`src/hdl/id3fp_pkg.sv`:
```
package id3fp_pkg;

  typedef enum logic [2:0] {
    K_FRAME = 3'd0,
    K_TEXT  = 3'd1,
    K_END   = 3'd2,
    K_NOTAG = 3'd3,
    K_TRUNC = 3'd4,
    K_OVER  = 3'd5
  } kind_t;

  localparam logic [23:0] ID3_MARK       = 24'h494433;
  localparam logic [7:0]  TEXT_ID_CHAR   = 8'h54;
  localparam logic [7:0]  SYNCHSAFE_VER  = 8'd4;
  localparam logic [3:0]  HDR_LEN        = 4'd10;
  localparam logic [3:0]  MAGIC_LEN      = 4'd3;
  localparam logic [3:0]  VER_POS        = 4'd3;
  localparam logic [3:0]  SIZE_POS       = 4'd6;
  localparam logic [3:0]  ID_END         = 4'd4;
  localparam logic [3:0]  SIZE_END       = 4'd8;
  localparam int unsigned QUEUE_DEPTH    = 4;

  typedef struct packed {
    kind_t       kind;
    logic [31:0] frame_tag;
    logic [31:0] frame_length;
    logic [15:0] frame_flag_bits;
    logic [7:0]  tag_version;
    logic [7:0]  text_char;
    logic        last_of_run;
  } result_t;

endpackage

```
`src/hdl/id3fp_byte_if.sv`:
```
interface id3fp_byte_if;
  logic       valid;
  logic       ready;
  logic [7:0] data_byte;
  logic       end_of_file;

  modport source(output valid, output data_byte, output end_of_file, input ready);
  modport sink(input valid, input data_byte, input end_of_file, output ready);
endinterface

```
`src/hdl/id3fp_result_if.sv`:
```
interface id3fp_result_if;
  logic        valid;
  logic        ready;
  logic [2:0]  kind;
  logic [31:0] frame_tag;
  logic [31:0] frame_length;
  logic [15:0] frame_flag_bits;
  logic [7:0]  tag_version;
  logic [7:0]  text_char;
  logic        last_of_run;

  modport source(output valid, output kind, output frame_tag, output frame_length,
                 output frame_flag_bits, output tag_version, output text_char,
                 output last_of_run, input ready);
  modport sink(input valid, input kind, input frame_tag, input frame_length,
               input frame_flag_bits, input tag_version, input text_char,
               input last_of_run, output ready);
endinterface

```
`src/hdl/id3v2_frame_parser.sv`:
```
// ID3v2 tag walker taking one file byte per cycle on byte_in while it is ready.
// Each accepted byte updates the parse state in the same cycle and yields zero,
// one or two result records, written into a QDEPTH-entry result queue (four by
// default); results are registered in the queue and shown on result_out from its
// head. byte_in is ready while the queue has room for two records, so with
// result_out taken every cycle the block sustains one byte per cycle; each byte
// that yields two records (an empty frame record plus tag end, or a record plus
// truncation) leaves one record more to drain, which the queue absorbs until it
// fills. The queue's output gives one record per cycle while result_out is ready.
module id3v2_frame_parser #(
  parameter int unsigned QDEPTH = id3fp_pkg::QUEUE_DEPTH
) (
  input  logic                  clk,
  input  logic                  rst,
  id3fp_byte_if.sink            byte_in,
  id3fp_result_if.source        result_out
);

  localparam int unsigned PW = $clog2(QDEPTH);
  localparam int unsigned CW = $clog2(QDEPTH + 1);

  typedef enum logic [2:0] {
    PH_TAGHDR,
    PH_FRAMEHDR,
    PH_PAYLOAD,
    PH_DRAIN,
    PH_IDLE
  } phase_t;

  phase_t      parse_phase, parse_phase_next;
  logic [3:0]  header_count, header_count_next;
  logic [23:0] magic_shift, magic_shift_next;
  logic [7:0]  major_ver, major_ver_next;
  logic [27:0] tag_bytes, tag_bytes_next;
  logic [28:0] tag_consumed, tag_consumed_next;
  logic [31:0] cur_id, cur_id_next;
  logic [31:0] cur_size, cur_size_next;
  logic [15:0] cur_flags, cur_flags_next;
  logic [31:0] payload_index, payload_index_next;
  logic        text_on, text_on_next;
  logic        text_halted, text_halted_next;

  id3fp_pkg::kind_t     em_kind [2];
  logic [7:0]           em_char [2];
  logic [1:0]           em_count;
  id3fp_pkg::result_t   rec [2];

  id3fp_pkg::result_t   queue [QDEPTH];
  logic [PW-1:0]        wr_ptr, rd_ptr;
  logic [CW-1:0]        count;

  logic accept, pop;
  logic [7:0] b;
  logic body_done;

  assign b      = byte_in.data_byte;
  assign accept = byte_in.valid && byte_in.ready;
  assign pop    = result_out.valid && result_out.ready;

  // Leave room for the two records one byte can produce.
  assign byte_in.ready = (count <= CW'(QDEPTH - 2));

  always_comb begin
    parse_phase_next   = parse_phase;
    header_count_next  = header_count;
    magic_shift_next   = magic_shift;
    major_ver_next     = major_ver;
    tag_bytes_next     = tag_bytes;
    tag_consumed_next  = tag_consumed;
    cur_id_next        = cur_id;
    cur_size_next      = cur_size;
    cur_flags_next     = cur_flags;
    payload_index_next = payload_index;
    text_on_next       = text_on;
    text_halted_next   = text_halted;
    em_kind[0] = id3fp_pkg::K_FRAME;
    em_kind[1] = id3fp_pkg::K_FRAME;
    em_char[0] = 8'd0;
    em_char[1] = 8'd0;
    em_count   = 2'd0;
    body_done  = 1'b0;

    case (parse_phase)
      PH_TAGHDR: begin
        if (header_count < id3fp_pkg::MAGIC_LEN) begin
          magic_shift_next = {magic_shift[15:0], b};
        end else if (header_count == id3fp_pkg::VER_POS) begin
          major_ver_next = b;
        end else if (header_count >= id3fp_pkg::SIZE_POS) begin
          tag_bytes_next = {tag_bytes[20:0], b[6:0]};
        end
        header_count_next = header_count + 4'd1;
        if (header_count_next >= id3fp_pkg::HDR_LEN) begin
          header_count_next = 4'd0;
          tag_consumed_next = 29'd0;
          if (magic_shift_next != id3fp_pkg::ID3_MARK) begin
            em_kind[em_count[0]] = id3fp_pkg::K_NOTAG;
            em_count = em_count + 2'd1;
            parse_phase_next = PH_IDLE;
          end else if (tag_bytes_next == 28'd0) begin
            em_kind[em_count[0]] = id3fp_pkg::K_END;
            em_count = em_count + 2'd1;
            parse_phase_next = PH_IDLE;
          end else begin
            parse_phase_next = PH_FRAMEHDR;
          end
        end
      end
      PH_FRAMEHDR: begin
        tag_consumed_next = tag_consumed + 29'd1;
        body_done = (tag_consumed_next >= {1'b0, tag_bytes});
        if (header_count == 4'd0 && b == 8'd0) begin
          // Padding: end of frames, drain the rest of the body.
          em_kind[em_count[0]] = id3fp_pkg::K_END;
          em_count = em_count + 2'd1;
          parse_phase_next = body_done ? PH_IDLE : PH_DRAIN;
        end else begin
          if (header_count == 4'd0) begin
            cur_id_next    = 32'd0;
            cur_size_next  = 32'd0;
            cur_flags_next = 16'd0;
          end
          if (header_count < id3fp_pkg::ID_END) begin
            cur_id_next = {cur_id_next[23:0], b};
          end else if (header_count < id3fp_pkg::SIZE_END) begin
            if (major_ver == id3fp_pkg::SYNCHSAFE_VER) begin
              cur_size_next = {4'd0, cur_size_next[20:0], b[6:0]};
            end else begin
              cur_size_next = {cur_size_next[23:0], b};
            end
          end else begin
            cur_flags_next = {cur_flags_next[7:0], b};
          end
          header_count_next = header_count + 4'd1;
          if (header_count_next < id3fp_pkg::HDR_LEN) begin
            // Header crossing the tag end closes the tag.
            if (body_done) begin
              header_count_next = 4'd0;
              em_kind[em_count[0]] = id3fp_pkg::K_END;
              em_count = em_count + 2'd1;
              parse_phase_next = PH_IDLE;
            end
          end else begin
            header_count_next = 4'd0;
            if ({4'd0, tag_consumed_next} + {1'b0, cur_size_next} > {5'd0, tag_bytes}) begin
              em_kind[em_count[0]] = id3fp_pkg::K_OVER;
              em_count = em_count + 2'd1;
              parse_phase_next = body_done ? PH_IDLE : PH_DRAIN;
            end else begin
              em_kind[em_count[0]] = id3fp_pkg::K_FRAME;
              em_count = em_count + 2'd1;
              payload_index_next = 32'd0;
              text_on_next = (cur_id_next[31:24] == id3fp_pkg::TEXT_ID_CHAR) &&
                             (cur_size_next > 32'd1);
              text_halted_next = 1'b0;
              if (cur_size_next == 32'd0) begin
                if (body_done) begin
                  em_kind[em_count[0]] = id3fp_pkg::K_END;
                  em_count = em_count + 2'd1;
                  parse_phase_next = PH_IDLE;
                end
              end else begin
                parse_phase_next = PH_PAYLOAD;
              end
            end
          end
        end
      end
      PH_PAYLOAD: begin
        tag_consumed_next = tag_consumed + 29'd1;
        body_done = (tag_consumed_next >= {1'b0, tag_bytes});
        // Skip the encoding byte and the last payload byte; stop at a zero.
        if (text_on && !text_halted && payload_index != 32'd0 &&
            ({1'b0, payload_index} + 33'd1 < {1'b0, cur_size})) begin
          if (b == 8'd0) begin
            text_halted_next = 1'b1;
          end else begin
            em_kind[em_count[0]] = id3fp_pkg::K_TEXT;
            em_char[em_count[0]] = b;
            em_count = em_count + 2'd1;
          end
        end
        payload_index_next = payload_index + 32'd1;
        if (payload_index_next >= cur_size) begin
          parse_phase_next  = PH_FRAMEHDR;
          header_count_next = 4'd0;
          if (body_done) begin
            em_kind[em_count[0]] = id3fp_pkg::K_END;
            em_count = em_count + 2'd1;
            parse_phase_next = PH_IDLE;
          end
        end
      end
      PH_DRAIN: begin
        tag_consumed_next = tag_consumed + 29'd1;
        if (tag_consumed_next >= {1'b0, tag_bytes}) begin
          parse_phase_next = PH_IDLE;
        end
      end
      default: begin
      end
    endcase

    if (byte_in.end_of_file && !em_count[1]) begin
      if (parse_phase_next == PH_TAGHDR) begin
        em_kind[em_count[0]] = id3fp_pkg::K_NOTAG;
        em_count = em_count + 2'd1;
      end else if (parse_phase_next != PH_IDLE) begin
        em_kind[em_count[0]] = id3fp_pkg::K_TRUNC;
        em_count = em_count + 2'd1;
      end
    end

    for (int i = 0; i < 2; i++) begin
      rec[i].kind = em_kind[i];
      if (em_kind[i] == id3fp_pkg::K_FRAME || em_kind[i] == id3fp_pkg::K_TEXT ||
          em_kind[i] == id3fp_pkg::K_OVER) begin
        rec[i].frame_tag       = cur_id_next;
        rec[i].frame_length    = cur_size_next;
        rec[i].frame_flag_bits = cur_flags_next;
      end else begin
        rec[i].frame_tag       = 32'd0;
        rec[i].frame_length    = 32'd0;
        rec[i].frame_flag_bits = 16'd0;
      end
      rec[i].tag_version = major_ver_next;
      rec[i].text_char   = (em_kind[i] == id3fp_pkg::K_TEXT) ? em_char[i] : 8'd0;
    end
    rec[0].last_of_run = (em_count == 2'd1);
    rec[1].last_of_run = 1'b1;
  end

  always_ff @(posedge clk) begin
    if (rst) begin
      parse_phase   <= PH_TAGHDR;
      header_count  <= 4'd0;
      magic_shift   <= 24'd0;
      major_ver     <= 8'd0;
      tag_bytes     <= 28'd0;
      tag_consumed  <= 29'd0;
      cur_id        <= 32'd0;
      cur_size      <= 32'd0;
      cur_flags     <= 16'd0;
      payload_index <= 32'd0;
      text_on       <= 1'b0;
      text_halted   <= 1'b0;
    end else if (accept) begin
      if (byte_in.end_of_file) begin
        // Back to the start for the next file.
        parse_phase   <= PH_TAGHDR;
        header_count  <= 4'd0;
        magic_shift   <= 24'd0;
        major_ver     <= 8'd0;
        tag_bytes     <= 28'd0;
        tag_consumed  <= 29'd0;
        cur_id        <= 32'd0;
        cur_size      <= 32'd0;
        cur_flags     <= 16'd0;
        payload_index <= 32'd0;
        text_on       <= 1'b0;
        text_halted   <= 1'b0;
      end else begin
        parse_phase   <= parse_phase_next;
        header_count  <= header_count_next;
        magic_shift   <= magic_shift_next;
        major_ver     <= major_ver_next;
        tag_bytes     <= tag_bytes_next;
        tag_consumed  <= tag_consumed_next;
        cur_id        <= cur_id_next;
        cur_size      <= cur_size_next;
        cur_flags     <= cur_flags_next;
        payload_index <= payload_index_next;
        text_on       <= text_on_next;
        text_halted   <= text_halted_next;
      end
    end
  end

  always_ff @(posedge clk) begin
    if (accept && em_count != 2'd0) begin
      queue[wr_ptr] <= rec[0];
    end
    if (accept && em_count[1]) begin
      queue[wr_ptr + PW'(1)] <= rec[1];
    end
  end

  always_ff @(posedge clk) begin
    if (rst) begin
      wr_ptr <= '0;
      rd_ptr <= '0;
      count  <= '0;
    end else begin
      if (accept) begin
        wr_ptr <= wr_ptr + PW'(em_count);
      end
      if (pop) begin
        rd_ptr <= rd_ptr + PW'(1);
      end
      count <= count + (accept ? CW'(em_count) : CW'(0)) - (pop ? CW'(1) : CW'(0));
    end
  end

  assign result_out.valid           = (count != '0);
  assign result_out.kind            = queue[rd_ptr].kind;
  assign result_out.frame_tag       = queue[rd_ptr].frame_tag;
  assign result_out.frame_length    = queue[rd_ptr].frame_length;
  assign result_out.frame_flag_bits = queue[rd_ptr].frame_flag_bits;
  assign result_out.tag_version     = queue[rd_ptr].tag_version;
  assign result_out.text_char       = queue[rd_ptr].text_char;
  assign result_out.last_of_run     = queue[rd_ptr].last_of_run;

endmodule

```
`src/flat_wrapper.sv`:
```
// flat-port wrapper written by rule: the top's interface ports become plain ports
module id3v2_frame_parser_flat 
#(
  parameter int unsigned QDEPTH = id3fp_pkg::QUEUE_DEPTH
)
  (clk, rst, byte_in_valid, byte_in_data_byte, byte_in_end_of_file, byte_in_ready, result_out_valid, result_out_kind, result_out_frame_tag, result_out_frame_length, result_out_frame_flag_bits, result_out_tag_version, result_out_text_char, result_out_last_of_run, result_out_ready);
  id3fp_byte_if byte_in_i ();
  id3fp_result_if result_out_i ();
  input  logic clk;
  input  logic rst;
  input wire logic [$bits(byte_in_i.valid)-1:0] byte_in_valid;
  input wire logic [$bits(byte_in_i.data_byte)-1:0] byte_in_data_byte;
  input wire logic [$bits(byte_in_i.end_of_file)-1:0] byte_in_end_of_file;
  output wire logic [$bits(byte_in_i.ready)-1:0] byte_in_ready;
  output wire logic [$bits(result_out_i.valid)-1:0] result_out_valid;
  output wire logic [$bits(result_out_i.kind)-1:0] result_out_kind;
  output wire logic [$bits(result_out_i.frame_tag)-1:0] result_out_frame_tag;
  output wire logic [$bits(result_out_i.frame_length)-1:0] result_out_frame_length;
  output wire logic [$bits(result_out_i.frame_flag_bits)-1:0] result_out_frame_flag_bits;
  output wire logic [$bits(result_out_i.tag_version)-1:0] result_out_tag_version;
  output wire logic [$bits(result_out_i.text_char)-1:0] result_out_text_char;
  output wire logic [$bits(result_out_i.last_of_run)-1:0] result_out_last_of_run;
  input wire logic [$bits(result_out_i.ready)-1:0] result_out_ready;
  assign byte_in_i.valid = byte_in_valid;
  assign byte_in_i.data_byte = byte_in_data_byte;
  assign byte_in_i.end_of_file = byte_in_end_of_file;
  assign byte_in_ready = byte_in_i.ready;
  assign result_out_valid = result_out_i.valid;
  assign result_out_kind = result_out_i.kind;
  assign result_out_frame_tag = result_out_i.frame_tag;
  assign result_out_frame_length = result_out_i.frame_length;
  assign result_out_frame_flag_bits = result_out_i.frame_flag_bits;
  assign result_out_tag_version = result_out_i.tag_version;
  assign result_out_text_char = result_out_i.text_char;
  assign result_out_last_of_run = result_out_i.last_of_run;
  assign result_out_i.ready = result_out_ready;
  id3v2_frame_parser #(.QDEPTH(QDEPTH)) u_core (.clk(clk), .rst(rst), .byte_in(byte_in_i), .result_out(result_out_i));
endmodule
```
`config.mk`:
```
export PLATFORM = sky130hd
export DESIGN_NAME = id3v2_frame_parser_flat
export DESIGN_NICKNAME = d
export VERILOG_FILES = /design/src/hdl/id3fp_pkg.sv /design/src/hdl/id3fp_byte_if.sv /design/src/hdl/id3fp_result_if.sv /design/src/hdl/id3v2_frame_parser.sv /design/src/flat_wrapper.sv
export SDC_FILE = /design/constraint.sdc
export NUM_CORES = 1
export LEC_CHECK = 0
export ABC_AREA = 1
export BUFFER_PORTS_ARGS = -buffer_cell sky130_fd_sc_hd__buf_2
export CAP_MARGIN = 20
export CORE_MARGIN = 4
export CORE_UTILIZATION = 55
export CTS_BUF_LIST = sky130_fd_sc_hd__clkbuf_8
export DETAILED_ROUTE_END_ITERATION = 8
export GPL_ROUTABILITY_DRIVEN = 0
export MAX_ROUTING_LAYER = met4
export PLACE_DENSITY = 0.74
export SYNTH_ARGS = -nofsm -noshare
export SYNTH_HDL_FRONTEND = slang
export SYNTH_SLANG_ARGS = --single-unit
export TNS_END_PERCENT = 10
```
`constraint.sdc`:
```
create_clock -name clk -period 7.6 [get_ports clk]
set_input_delay 0.38 -clock clk [delete_from_list [all_inputs] [get_ports clk]]
set_output_delay 0.38 -clock clk [all_outputs]
set_load 0.01 [all_outputs]
```
==> flow_metrics.py <==
metrics = {
    "outcome": {
        "status": "complete, no violations",
    },
    "timing": {
        "finalClockSkew_ns": 0.0312,
        "setup_ws_ns": 0.735,
        "period_share_pct": 90.3,
        "slew_viol_final": 0,
        "setup_viol": 0,
        "max_slew_margin_pct": 25.3,
        "tightest_slew_ns": 1.12,
        "max_freq_mhz": 146,
        "min_period_ns": 6.86,
        "finalSetupTns_ns": 0,
        "holdWs_ns": 0.155,
        "final_hold_viol_count": 0,
    },
    "synthesis": {
        "synthSimpleGateAreaFrac_pct": 25.5,
        "synth_top_area_share_pct": 31.1,
        "synth_top_family_by_area": "simple AND/OR/NAND/NOR gates",
        "synth_fa_ha_area_share_pct": 4.75,
        "synth_area_leader_cell": "edfxtp_1",
        "yosys-top-cells-count": "929 x nand2_1, 817 x nor2_1, 425 x inv_1, 364 x edfxtp_1, 348 x o21ai_0",
        "synth_warnings": 0,
        "syn_nets": 4704,
        "synth_edf_count": 364,
        "syn_area_um2": 35100,
        "yosysMostFrequentCell": "nand2_1",
        "ys_ff_latch": 619,
        "postSynthAreaPerCell_um2": 7.70,
        "yosys-top-cells-area": "edfxtp_1 31%, dfxtp_1 15%, nand2_1 9.9%",
        "ys_seq_area_share_pct": 45.7,
        "synth_xor_area_share_pct": 1.95,
        "syn_inst": 4559,
        "synth_compound_area_share_pct": 13.8,
        "synthMuxAreaShare_pct": 0.153,
        "synth_cell_types": 58,
        "ys_async_sr_fraction_pct": 0,
        "synthFlopType": "edfxtp_1",
    },
    "final_layout": {
        "regArea_um2": 16000,
        "syn_to_final_growth_pct": 9.70,
        "fillCellCount": 5607,
        "final_util_pct": 61.0,
        "multi_input_area_um2": 16400,
        "num-nets-final": 4742,
        "drive_gt1_share_pct": 10.6,
    },
    "clocking": {
        "cts_tree": "done",
        "htreeDepth": 3,
        "cts-root-buf": "clkbuf_8",
        "clkLatencyLatePin_ns": 0.71,
        "clk_pin_slew_ns": 0.06,
        "cts.path.max_buffers": 3,
        "numCtsBuffers": 101,
        "cts.sinks": 619,
        "post_cts_buffers": 0,
    },
    "power_and_ir_drop": {
        "cellLeakagePower_uw": 0.0156,
        "total_power_uw": 8620,
        "power_density_nw_per_um2": 224,
        "ir_drop_uv": 128,
    },
    "critical_path": {
        "worstPathArrival_ns": 7.29,
        "worst_setup_path_end_kind": "register",
        "max_stage_delay_ns": 0.45,
        "cp_slowest_cell": "buf_12",
        "cp_max_fo": 100,
        "crit_top_cell": "nand2_1",
        "cp-start-kind": "register",
        "crit_type": "reg -> reg",
        "worstPathRequired_ns": 8.03,
    },
    "routing": {
        "vias": 31400,
        "routed_wirelength_um": 102000,
        "drt_iter0_drc": 3308,
        "first_pass_iters": 6,
        "final_antenna_net_count": 0,
        "via_per_inst": 5.69,
        "drc": 0,
        "drt-wirelength-per-cell_um": 18.5,
    },
    "grt": {
        "overflow": 0,
        "met2_usage_pct": 47.6,
        "grt_max_degree": 110,
        "met3_usage_pct": 3.86,
        "grt_pass1_vias": 28900,
        "top_usage_layer": "met2",
        "grtUsageTotal_pct": 30.0,
        "grt_pass1_wl_um": 158000,
        "grt_use_met1_pct": 39.1,
        "antenna_found_initial": 2,
    },
    "min_path": {
        "hp-class": "in -> reg",
    },
    "die": {
        "dieWidth_um": 261,
        "core_area_um2": 63200,
        "placementRows": 92,
        "die_h_um": 261,
        "start_util_pct": 55.6,
        "die_area_um2": 68000,
        "io_pins": 115,
    },
    "job": {
        "maxCapViolations": 0,
    },
    "placement": {
        "post-place-ws_ns": 0.400,
        "port-buffer-count": 114,
        "hpwl_um": 66600,
    },
}
[repair_timing]
item	4_1_cts	5_1_grt
gates resized for setup	0	21
hold endpoints to repair	2	0
hold buffers	1	0
setup endpoints to repair	0	729
[logic make-up after synthesis]
kind of cell,after synthesis
AOI/OAI and AO/OA,876
xor gates and xnor gates,78
adders and majority gates,132
buffers and inverters,721
DFF,619
muxes,5
and+or+nand+nor,2128
[path summary, 6_finish.rpt]
path	from	to	slack [ns]	cells past startpoint
worst max-delay path	u_core.tag_consumed[0]	u_core.queue[2][45]	0.74	42
worst min-delay path	result_out_ready	u_core.rd_ptr[0]	0.16	4
worst max register to register	u_core.tag_consumed[0]	u_core.queue[2][45]	0.74	42
worst min register to register	u_core.magic_shift[18]	u_core.magic_shift[18]	0.46	2
[power by group]
part | internal, uW | switching, uW
Combinational | 592 | 1330
Clock | 1460 | 1370
Sequential | 3740 | 120
[routing by layer]
metal | vias up | share of wire [%]
met5 | - | 0
met4 | 0 | 3.7
met2 | 1431 | 47
li1 | 15200 | -
met3 | 244 | 8.4
met1 | 14600 | 41
[state kept, by name, indices dropped and copies added, names as in the netlist, named ones only]
| name | flops |
|---|---|
| u_core.header_count | 4 |
| u_core.payload_index | 32 |
| u_core.cur_id | 32 |
| u_core.text_on | 1 |
| u_core.queue | 400 |
| u_core.tag_consumed | 29 |
| u_core.tag_bytes | 28 |
| u_core.cur_flags | 16 |
| u_core.major_ver | 8 |
| u_core.count | 3 |
| u_core.wr_ptr | 2 |
| u_core.rd_ptr | 2 |
| u_core.cur_size | 32 |
| u_core.text_halted | 1 |
| u_core.magic_shift | 24 |
| u_core.parse_phase | 3 |
[layout make-up]
| cell class | count | area share (%) |
|---|---|---|
| Antenna cell | 2 | 0.0130 |
| Clock buffer | 109 | 3.89 |
| Clock inverter | 77 | 1.16 |
| Inverter | 483 | 4.72 |
| Multi-Input combinational cell | 3219 | 42.6 |
| Sequential cell | 619 | 41.6 |
| Tap cell | 846 | 2.75 |
| Timing Repair Buffer | 173 | 3.23 |
[cells in the final DEF (no fill, tap or decap), types with 14 or more instances in the layout]
cell type    n
nand2_1    924
nor2_1     813
inv_1      465
edfxtp_1   364
o21ai_0    348
a21oi_1    286
dfxtp_1    253
ha_1       130
nand3_1    124
buf_2      113
clkbuf_8   110
o22ai_1     94
nor3_1      68
inv_2       56
xor2_1      56
nor3_2      43
nand4_1     42
buf_4       39
or2_2       37
a211oi_1    29
a2bb2oi_1   25
xnor2_1     22
clkinv_1    19
o21ai_1     18
nor4_1      15
o31ai_1     14
a22oi_1     14
[critical path, delay by kind of cell, from the launching register on]
family,cells,cell delay [ns]
AO/OA/AOI/OAI,1,0.16
adder cells (fa/ha/maj),3,0.85
XOR/XNOR,2,0.27
flip-flops,1,0.41
AND/OR/NAND/NOR,29,3.72
buffers and inverters,7,0.98
[through the flow]
step,instances,area [um2]
2_1_floorplan,4559,35100
3_3_place_gp,5335,36400
3_5_place_dp,5336,36400
4_1_cts,5523,38400
5_1_grt,5528,38500
6_report,5528,38500
Power figures use the tool's default switching activity.
